[src/design/bda_pkg.sv]
package bda_pkg;

  localparam int VALUE_W    = 32;
  localparam int CHAR_W     = 6;
  localparam int MAX_DIGITS = 10;
  localparam int BCD_W      = MAX_DIGITS * 4;
  localparam int BIT_CNT_W  = $clog2(VALUE_W);
  localparam int DIG_CNT_W  = $clog2(MAX_DIGITS + 1);

  localparam logic [CHAR_W-1:0] ASCII_ZERO = CHAR_W'(8'h30);

  typedef enum logic [1:0] {
    ST_IDLE,
    ST_CONV,
    ST_SKIP,
    ST_EMIT
  } state_t;

  typedef struct packed {
    logic load;
    logic conv_step;
    logic shift_digit;
  } dp_cmd_t;

  typedef struct packed {
    logic bits_done;
    logic top_zero;
    logic one_left;
    logic ovf;
  } dp_status_t;

endpackage

[src/design/bda_in_if.sv]
interface bda_in_if;
  logic                         valid;
  logic                         ready;
  logic [bda_pkg::VALUE_W-1:0]  value;

  modport source (output valid, output value, input ready);
  modport sink   (input valid, input value, output ready);
endinterface

[src/design/bda_out_if.sv]
interface bda_out_if;
  logic                        valid;
  logic                        ready;
  logic [bda_pkg::CHAR_W-1:0]  digit_char;
  logic                        last;

  modport source (output valid, output digit_char, output last, input ready);
  modport sink   (input valid, input digit_char, input last, output ready);
endinterface

[src/design/bda_ctrl.sv]
module bda_ctrl (
  input  logic                clk,
  input  logic                rst_n,
  input  logic                in_valid,
  output logic                in_ready,
  output logic                out_valid,
  input  logic                out_ready,
  input  bda_pkg::dp_status_t status,
  output bda_pkg::dp_cmd_t    cmd
);

  bda_pkg::state_t state_r, state_nxt;

  always_ff @(posedge clk) begin
    if (!rst_n) begin
      state_r <= bda_pkg::ST_IDLE;
    end else begin
      state_r <= state_nxt;
    end
  end

  always_comb begin
    state_nxt = state_r;
    unique case (state_r)
      bda_pkg::ST_IDLE: begin
        if (in_valid) state_nxt = bda_pkg::ST_CONV;
      end
      bda_pkg::ST_CONV: begin
        if (status.bits_done) state_nxt = bda_pkg::ST_SKIP;
      end
      bda_pkg::ST_SKIP: begin
        if (!status.top_zero || status.one_left || status.ovf) state_nxt = bda_pkg::ST_EMIT;
      end
      bda_pkg::ST_EMIT: begin
        if (out_ready && status.one_left) state_nxt = bda_pkg::ST_IDLE;
      end
      default: state_nxt = bda_pkg::ST_IDLE;
    endcase
  end

  always_comb begin
    in_ready        = 1'b0;
    out_valid       = 1'b0;
    cmd.load        = 1'b0;
    cmd.conv_step   = 1'b0;
    cmd.shift_digit = 1'b0;
    unique case (state_r)
      bda_pkg::ST_IDLE: begin
        in_ready = 1'b1;
        cmd.load = in_valid;
      end
      bda_pkg::ST_CONV: begin
        cmd.conv_step = 1'b1;
      end
      bda_pkg::ST_SKIP: begin
        // drop leading zeros, keep them all when the value overflowed the buffer
        cmd.shift_digit = status.top_zero && !status.one_left && !status.ovf;
      end
      bda_pkg::ST_EMIT: begin
        out_valid       = 1'b1;
        cmd.shift_digit = out_ready;
      end
      default: begin
        in_ready = 1'b0;
      end
    endcase
  end

endmodule

[src/design/bda_datapath.sv]
module bda_datapath (
  input  logic                        clk,
  input  logic                        rst_n,
  input  logic [bda_pkg::VALUE_W-1:0] value,
  input  bda_pkg::dp_cmd_t            cmd,
  output bda_pkg::dp_status_t         status,
  output logic [bda_pkg::CHAR_W-1:0]  digit_char,
  output logic                        last
);

  logic [bda_pkg::VALUE_W-1:0]   bin_r, bin_nxt;
  logic [bda_pkg::BCD_W-1:0]     bcd_r, bcd_nxt;
  logic [bda_pkg::BCD_W-1:0]     bcd_adj;
  logic [bda_pkg::BIT_CNT_W-1:0] bit_cnt_r, bit_cnt_nxt;
  logic [bda_pkg::DIG_CNT_W-1:0] rem_r, rem_nxt;
  logic                          ovf_r, ovf_nxt;
  logic [3:0]                    top_digit;

  // add-3 correction on every digit of five or more before the shift
  always_comb begin
    for (int i = 0; i < bda_pkg::MAX_DIGITS; i++) begin
      if (bcd_r[i*4 +: 4] >= 4'd5) begin
        bcd_adj[i*4 +: 4] = bcd_r[i*4 +: 4] + 4'd3;
      end else begin
        bcd_adj[i*4 +: 4] = bcd_r[i*4 +: 4];
      end
    end
  end

  always_comb begin
    bin_nxt     = bin_r;
    bcd_nxt     = bcd_r;
    bit_cnt_nxt = bit_cnt_r;
    rem_nxt     = rem_r;
    ovf_nxt     = ovf_r;
    if (cmd.load) begin
      bin_nxt     = value;
      bcd_nxt     = '0;
      bit_cnt_nxt = bda_pkg::BIT_CNT_W'(bda_pkg::VALUE_W - 1);
      rem_nxt     = bda_pkg::DIG_CNT_W'(bda_pkg::MAX_DIGITS);
      ovf_nxt     = 1'b0;
    end else if (cmd.conv_step) begin
      bin_nxt     = {bin_r[bda_pkg::VALUE_W-2:0], 1'b0};
      bcd_nxt     = {bcd_adj[bda_pkg::BCD_W-2:0], bin_r[bda_pkg::VALUE_W-1]};
      // a bit carried out of the top digit means more digits than the buffer holds
      ovf_nxt     = ovf_r | bcd_adj[bda_pkg::BCD_W-1];
      bit_cnt_nxt = bit_cnt_r - 1'b1;
    end else if (cmd.shift_digit) begin
      bcd_nxt     = {bcd_r[bda_pkg::BCD_W-5:0], 4'd0};
      rem_nxt     = rem_r - 1'b1;
    end
  end

  always_ff @(posedge clk) begin
    if (!rst_n) begin
      rem_r <= '0;
    end else begin
      rem_r <= rem_nxt;
    end
  end

  always_ff @(posedge clk) begin
    bin_r     <= bin_nxt;
    bcd_r     <= bcd_nxt;
    bit_cnt_r <= bit_cnt_nxt;
    ovf_r     <= ovf_nxt;
  end

  assign top_digit        = bcd_r[bda_pkg::BCD_W-1 -: 4];
  assign status.bits_done = (bit_cnt_r == '0);
  assign status.top_zero  = (top_digit == 4'd0);
  assign status.one_left  = (rem_r == bda_pkg::DIG_CNT_W'(1));
  assign status.ovf       = ovf_r;

  assign digit_char = bda_pkg::ASCII_ZERO + {{(bda_pkg::CHAR_W-4){1'b0}}, top_digit};
  assign last       = status.one_left;

endmodule

[src/design/binary_to_decimal_ascii_top.sv]
// binary to decimal ascii converter
// in_ch carries one unsigned 32-bit value per transaction; out_ch returns its
// decimal digits as ascii codes, most significant first, leading zeros
// dropped, with last set on the final digit. zero prints as a single '0'.
// the block works on one value at a time: in_ch.ready is high only while idle.
// order of work per value: accept, a double-dabble shift of each of the 32
// input bits, a scan that drops leading zeros, then one digit per cycle for
// the n digits while out_ch.ready is high.
// the bit-serial shift loop and the one-digit-a-cycle scan set the time per value.
// when out_ch.ready is low the current digit holds on out_ch and the block
// waits; no digit is lost or repeated.
// reset (rst_n low, synchronous) returns the controller to idle and drops any
// value in progress; no state is kept between values.
module binary_to_decimal_ascii_top (
  input  logic      clk,
  input  logic      rst_n,
  bda_in_if.sink    in_ch,
  bda_out_if.source out_ch
);

  bda_pkg::dp_cmd_t    cmd;
  bda_pkg::dp_status_t status;

  bda_ctrl u_ctrl (
    .clk       (clk),
    .rst_n     (rst_n),
    .in_valid  (in_ch.valid),
    .in_ready  (in_ch.ready),
    .out_valid (out_ch.valid),
    .out_ready (out_ch.ready),
    .status    (status),
    .cmd       (cmd)
  );

  bda_datapath u_dp (
    .clk        (clk),
    .rst_n      (rst_n),
    .value      (in_ch.value),
    .cmd        (cmd),
    .status     (status),
    .digit_char (out_ch.digit_char),
    .last       (out_ch.last)
  );

endmodule

[src/flat_wrapper.sv]
// flat-port wrapper written by rule: the top's interface ports become plain ports
module binary_to_decimal_ascii_top_flat 
  (clk, rst_n, in_ch_valid, in_ch_value, in_ch_ready, out_ch_valid, out_ch_digit_char, out_ch_last, out_ch_ready);
  bda_in_if in_ch_i ();
  bda_out_if out_ch_i ();
  input  logic clk;
  input  logic rst_n;
  input wire logic [$bits(in_ch_i.valid)-1:0] in_ch_valid;
  input wire logic [$bits(in_ch_i.value)-1:0] in_ch_value;
  output wire logic [$bits(in_ch_i.ready)-1:0] in_ch_ready;
  output wire logic [$bits(out_ch_i.valid)-1:0] out_ch_valid;
  output wire logic [$bits(out_ch_i.digit_char)-1:0] out_ch_digit_char;
  output wire logic [$bits(out_ch_i.last)-1:0] out_ch_last;
  input wire logic [$bits(out_ch_i.ready)-1:0] out_ch_ready;
  assign in_ch_i.valid = in_ch_valid;
  assign in_ch_i.value = in_ch_value;
  assign in_ch_ready = in_ch_i.ready;
  assign out_ch_valid = out_ch_i.valid;
  assign out_ch_digit_char = out_ch_i.digit_char;
  assign out_ch_last = out_ch_i.last;
  assign out_ch_i.ready = out_ch_ready;
  binary_to_decimal_ascii_top u_core (.clk(clk), .rst_n(rst_n), .in_ch(in_ch_i), .out_ch(out_ch_i));
endmodule
[config.mk]
export PLATFORM = sky130hd
export DESIGN_NAME = binary_to_decimal_ascii_top_flat
export DESIGN_NICKNAME = d
export VERILOG_FILES = /design/src/design/bda_pkg.sv /design/src/design/bda_in_if.sv /design/src/design/bda_out_if.sv /design/src/design/bda_ctrl.sv /design/src/design/bda_datapath.sv /design/src/design/binary_to_decimal_ascii_top.sv /design/src/flat_wrapper.sv
export SDC_FILE = /design/constraint.sdc
export NUM_CORES = 1
export LEC_CHECK = 0
export ABC_AREA = 1
export BUFFER_PORTS_ARGS = -buffer_cell sky130_fd_sc_hd__buf_4
export CAP_MARGIN = 20
export CORE_MARGIN = 10
export CORE_UTILIZATION = 32
export CTS_BUF_LIST = sky130_fd_sc_hd__clkbuf_8
export CTS_CLUSTER_DIAMETER = 100
export DETAILED_ROUTE_END_ITERATION = 12
export GPL_TIMING_DRIVEN = 0
export PLACE_DENSITY = 0.52
export SYNTH_ARGS = -nofsm -noshare
export SYNTH_HDL_FRONTEND = slang
export SYNTH_SLANG_ARGS = --single-unit
export TNS_END_PERCENT = 5
[constraint.sdc]
create_clock -name clk -period 3.3 [get_ports clk]
set_input_delay 0.165 -clock clk [delete_from_list [all_inputs] [get_ports clk]]
set_output_delay 0.165 -clock clk [all_outputs]
set_load 0.02 [all_outputs]
### Word level (Yosys, flattened, before mapping)

Index checks and enable logic that the tools add are counted.
W data, S select, Z words.

| storage, ports and cells | value |
|---|---|
| output and inout port bits | 9 |
| input bits | 36 |
| register bits | 84 |

| operators by class | value |
|---|---|
| bitwise gates (word level) | 3 |
| add/sub/neg operators | 13 |
| muxes and demuxes | 27 |
| equality and inequality tests | 9 |
| reductions and logical operators | 18 |
| order comparisons | 10 |

Operator list:

| kind | number |
|---|---|
| $mux W40 | 2 |
| $mux W32 | 2 |
| $mux W4 | 13 |
| $add A4 B2 Y4 const B | 10 |
| $ge A4 B3 Y1 const B | 10 |
| $mux W2 | 4 |
| $pmux W2 S4 | 1 |
| $add A5 B5 Y6 const A | 1 |
| $ne A2 B2 Y1 const B | 3 |
| $reduce_bool A2 Y1 | 3 |
| $logic_not A5 Y1 | 1 |
| $sub A5 B1 Y5 const B | 1 |
| $eq A2 B2 Y1 const B | 2 |
| $eq A4 B1 Y1 const B | 1 |
| $logic_not A4 Y1 | 1 |
| $mux W1 | 4 |
| $ne A2 B1 Y1 const B | 2 |
| $reduce_and A2 Y1 | 2 |
| $reduce_and A4 Y1 | 1 |
| $sub A4 B1 Y4 const B | 1 |
| $logic_and A1 B1 Y1 | 3 |
| $logic_not A1 Y1 | 3 |
| $eq A2 B1 Y1 const B | 1 |
| $logic_not A2 Y1 | 1 |
| 5 further kinds | 7 |

### Longest topological paths before layout

| depth | value |
|---|---|
| depth after elaboration | 8 |
| gate-level depth with buffers | 11 |

### Hierarchy

Synthesis repeated with hierarchy kept, for this count alone.

| unflattened totals | value |
|---|---|
| cells, all modules | 733 |
| area, all modules | 5247.5 um2 |

Modules (own cells, without submodules):

| module | cells an instance | area an instance (um2) | seq. area each (um2) | instances |
|---|---|---|---|---|
| bda_datapath | 697 | 5027.3 | 1961.9 | 1 |
| bda_ctrl | 36 | 220.2 | 40.0 | 1 |

### Least setup slack after synthesis

OpenSTA, ideal clock, no wires.

| timing path | value |
|---|---|
| path kind | register to register |
| start | register u_core.u_ctrl.state_r[1] |
| end | register u_core.u_dp.bin_r[0] in the netlist's numbering (enable) |
| buffers on the path | 2 |
| arrival | 2.019 ns |
| required time | 2.822 ns |
| path slack | 0.803 ns |
| cell stages (with the launch flop) | 7 |
| cell sequence | dfxtp_1 -> inv_1 -> ha_1 -> nand2_1 -> buf_2 -> buf_1 -> nand2_1 |

| on the way | value |
|---|---|
| longest elaborated chain between the ends | 3 |
| elaborated cells between the ends (all ways) | 5 |

Ends and longest elaborated chain:

| what | line | source |
|---|---|---|
| start, declared | bda_ctrl.sv:12 | `bda_pkg::state_t state_r, state_nxt;` |
| start signal, assigned | bda_ctrl.sv:16 | `state_r <= bda_pkg::ST_IDLE;` |
| start signal, assigned | bda_ctrl.sv:18 | `state_r <= state_nxt;` |
| $eq A2 B1 Y1 or $logic_not A2 Y1 (tied branches) | bda_ctrl.sv:47 | `unique case (state_r)` |
| $mux W1 | bda_ctrl.sv:47 |  |
| $reduce_bool A2 Y1 (no line) (*) | n/a |  |
| end signal, assigned | bda_datapath.sv:63 | `bin_r <= bin_nxt;` |
| end, declared | bda_datapath.sv:11 | `logic [bda_pkg::VALUE_W-1:0] bin_r, bin_nxt;` |

Every way passes the cells marked *; elsewhere a longest branch is shown, timed or not.
A chain may end at the register's enable or synchronous reset.

### Worst setup path after layout

| timing path | value |
|---|---|
| start | register u_core.u_ctrl.state_r[1] |
| end | register u_core.u_dp.bin_r[17] in the netlist's numbering (enable) |

The elaborated chain is that of the path after synthesis.

==> results by stage <==
Routing:
- The number of nets with antenna violations after routing is 0.
- The final layout contains routed wiring with a total length of ~14000 um.
- The vias per cell is 4.59.
- For this run, the detailed router's first-pass iteration total came to 5.
- The initial DRC count is 220.
- After detailed routing, the average wire length per cell comes to 13.1 um.
- The overall via count from detail_route is 4836.
- The residual DRC count is 0.

Synthesis:
- The number of different library cells in the post-synthesis netlist is 26.
- During synthesis, Yosys emitted a total of 0 warnings.
- Sorting the synthesized cells by area gives the leading types as sky130_fd_sc_hd__nand2_1, sky130_fd_sc_hd__dfxtp_1, sky130_fd_sc_hd__edfxtp_1.
- The count of flip-flops with a built-in enable after synthesis is 32.
- The library cell occupying the most area in the post-synthesis netlist is sky130_fd_sc_hd__nand2_1.
- The post-synth design cell area is roughly 5200 um2.
- The synthesized netlist cell count is roughly 800.
- Ranked by instance count, the synthesized netlist is headed by sky130_fd_sc_hd__nand2_1, sky130_fd_sc_hd__nor2_1, sky130_fd_sc_hd__inv_1.
- The number of flip-flops and latches in the synthesized netlist is 84.
- The post-synthesis sequential area ratio is 38.4%.
- Of the post-synthesis cell area, the dominant cell type holds 22.2%.
- The average instance in the mapped netlist occupies 6.70 um2.
- sky130_fd_sc_hd__nand2_1 is the most common cell in the netlist.
- The most used flip-flop cell after synthesis is sky130_fd_sc_hd__dfxtp_1.
- Of all flip-flops after synthesis, the portion carrying an async set or reset was 0%.

Die:
- From left edge to right edge, the die measures 148 um.
- The floorplan step set the die height to 148 um.
- The number of rows in the core area is 46.
- The initial utilization of the core area, before any placement, comes to 32.7%.
- The die covers 21800 um2.
- In this run the count of I/O pins placed on the die edge is between 40 and 50.
- The floorplan core area is 15900 um2.

Global routing:
- Entering global routing, the biggest net connects 21 pins.
- The number of antenna violations at the first check in global routing was 0.
- The via count of the first global-routing pass is ~4.7k.
- Global routing used 12.9% of the available tracks across all layers.
- The remaining global-route overflow is 0.
- The global-route wire length before repair is about 23000 um.

Critical path:
- The critical-path maximum fanout is 20.
- The required time at the endpoint of the critical path is 3.43 ns.
- The sort of element at the start of the critical path is a register.
- The sum of buffers and inverters on the critical path is 4.
- In this design, the largest share of critical-path delay is due to buffers and inverters.
- Walking the worst path, the cells encountered are inv_1 > ha_1 > nand2_1 > buf_2 > buf_1 > nand2_1 > buf_16.
- The worst endpoint data arrival time is 2.87 ns.
- STA classifies the critical path endpoint as a register.
- By instance count, the cell type seen most on the critical path is sky130_fd_sc_hd__nand2_1.
- The startpoint of the worst-slack reg-to-reg timing path is u_core.u_ctrl.state_r[1].
- By startpoint and endpoint, the worst setup path is classified as register to register.
- The delay of the slowest cell on the worst path is about 0.48 ns.
- The slowest stage of the critical path is the sky130_fd_sc_hd__nand2_1 cell.
- The most critical setup path has its startpoint at u_core.u_ctrl.state_r[1].

STA:
- Setup repair after global routing left no endpoint under its margin.
- Of the available clock period, the critical path in the final layout requires 82.9%.
- The measured slew at the worst slew-check pin is 0.609 ns.
- Timing would allow up to 365 MHz.
- Across the routed clock network, the largest skew measured is around 0.0085 ns.
- The worst slew margin relative to its limit is 59.4%.
- Final hold analysis gives a worst-case slack of 0.0460 ns.
- The number of pins with negative max-slew slack in the final report came to 0.
- The setup total negative slack is 0 ns.
- The final number of setup-violating endpoints is 0.
- The number of endpoints with negative hold slack in the final report is 0.
- The minimum period implied by the final worst setup slack is 2.74 ns.

Final layout:
- The finished cells cover 6030 um2.
- The antenna diode count is 0.
- Of the cells placed in the final design, the portion with a size suffix greater than 1 is 10.5%.
- The share of the core filled with cells is 37.8%.
- The finished layout holds 1054 standard cells, fillers aside.
- From synthesis to final layout, the design area changed by 15.5%.
- The net count reported at finish is 899.

Clock tree:
- The clock-pin slew on the worst setup and hold paths is 0.09 ns.
- The number of cells upsized or downsized after cts is 0.
- TritonCTS built the clock tree.
- At the later pin of the worst-skew pair, clock insertion delay measures 0.37 ns.
- The worst-case clock buffer depth is 2.
- The root buffer cell is sky130_fd_sc_hd__clkbuf_8.
- The H-tree generated during clock tree synthesis spans 3 levels.
- Once the clock tree was built, the setup fixing pass inserted 0 buffers.
- In this run, post-CTS hold repair placed 0 buffers.
- Buffers inserted during clock tree synthesis total 9.
- The total clock sinks is between 80 and 90.

Placed design:
- The placed instance count is 1038.
- Routability-driven placement finished with a final weighted congestion of 0.837.
- In this run the cell area measured after placement is 5830 um2.
- The detailed placer's ending HPWL is between 9000 and 10000 um.
- The number of input and output port buffers inserted is 42.

Worst hold path:
- The classification of the worst-slack hold path is input port to register.
- The startpoint of the tightest hold check path is in_ch_value[7].

Pwr:
- The power density over the cells is about 1000 nW/um2.
- The static leakage is between 3 and 4 nW.
- The worst voltage drop across the vdd grid is between 0.0003 and 0.0004 V.

Flow run:
- Max-cap violations in this run came to 0.

Outcome:
- The run finished with clean final reports.
-- registers in the layout (all words and copies together), names as in the netlist --
register               flops
u_core.u_dp.bin_r         32
u_core.u_dp.bit_cnt_r      5
u_core.u_dp.bcd_r         40
u_core.u_dp.ovf_r          1
u_core.u_ctrl.state_r      2
u_core.u_dp.rem_r          4
-- metrics by stage --
step / total power [W] / worst slack, ns
6_report: 0.00612 / 0.564
3_5_place_dp: 0.00541 / 0.532
3_3_place_gp: 0.00536 / 0.121
4_1_cts: 0.00618 / 0.517
2_1_floorplan: 0.00447 / 0.803
5_1_grt: 0.00681 / 0.309
-- cell type report --
class / instances / area (um2)
fill: 1811 / 9920
multi-input combinational: 590 / 2760
sequential: 84 / 2000
timing repair buffer: 43 / 343
tap: 216 / 270
inverter: 68 / 255
buffer: 37 / 206
clock buffer: 9 / 124
clock inverter: 7 / 68.8
-- metal layers --
metal / up-vias / part of all wire [%] / track usage, %
li1: 2577 / - / -
met1: 2153 / 49 / 16.7
met2: 100 / 44 / 20.1
met3: 6 / 5.9 / 4.40
met4: 0 / 0.83 / 3.07
met5: - / 0 / 0
-- power breakdown --
group / total [W] / internal (W) / switching, W
sequential: 0.00200 / 0.00168 / 0.000329
combinational: 0.00336 / 0.00120 / 0.00217
clock: 0.000748 / 0.000347 / 0.000401
total: 0.00612 / 0.00322 / 0.00290
-- cell usage in the layout (no fill, tap or decap), types with 2 or more instances in the layout --
| master | n |
|---|---|
| sky130_fd_sc_hd__a21oi_1 | 40 |
| sky130_fd_sc_hd__buf_1 | 5 |
| sky130_fd_sc_hd__buf_2 | 12 |
| sky130_fd_sc_hd__buf_4 | 50 |
| sky130_fd_sc_hd__buf_6 | 3 |
| sky130_fd_sc_hd__clkbuf_1 | 9 |
| sky130_fd_sc_hd__clkbuf_8 | 9 |
| sky130_fd_sc_hd__clkinv_4 | 3 |
| sky130_fd_sc_hd__conb_1 | 2 |
| sky130_fd_sc_hd__dfxtp_1 | 52 |
| sky130_fd_sc_hd__edfxtp_1 | 32 |
| sky130_fd_sc_hd__ha_1 | 30 |
| sky130_fd_sc_hd__inv_1 | 68 |
| sky130_fd_sc_hd__nand2_1 | 309 |
| sky130_fd_sc_hd__nand3_1 | 61 |
| sky130_fd_sc_hd__nand3_4 | 2 |
| sky130_fd_sc_hd__nand4_1 | 23 |
| sky130_fd_sc_hd__nor2_1 | 94 |
| sky130_fd_sc_hd__nor2_2 | 2 |
| sky130_fd_sc_hd__o21ai_0 | 18 |
| sky130_fd_sc_hd__xor2_1 | 3 |
-- cell families after synthesis --
| kind of cell | share of synthesized area [%] |
|---|---|
| XOR/XNOR | 0.504 |
| flip-flops | 38.4 |
| buffers and inverters | 8.85 |
| other | 0.0719 |
| adder cells (fa/ha/maj) | 7.20 |
| AND/OR/NAND/NOR | 39.2 |
| AO/OA/AOI/OAI | 5.80 |
-- tightest hold or removal path: stages --
cell and delay (ns):
sky130_fd_sc_hd__buf_4 0.07, sky130_fd_sc_hd__nand2_1 0.04, sky130_fd_sc_hd__nand2_1 0.04
-- final timing paths --
kind | end | slack (ns) | depth (start not counted)
setup / recovery | u_core.u_dp.bin_r[17] | 0.56 | 7
hold / removal | u_core.u_dp.bin_r[7] | 0.05 | 3
setup reg to reg | u_core.u_dp.bin_r[17] | 0.56 | 7
hold reg to reg | u_core.u_dp.ovf_r | 0.47 | 2
(Power assumes the default switching activity.)
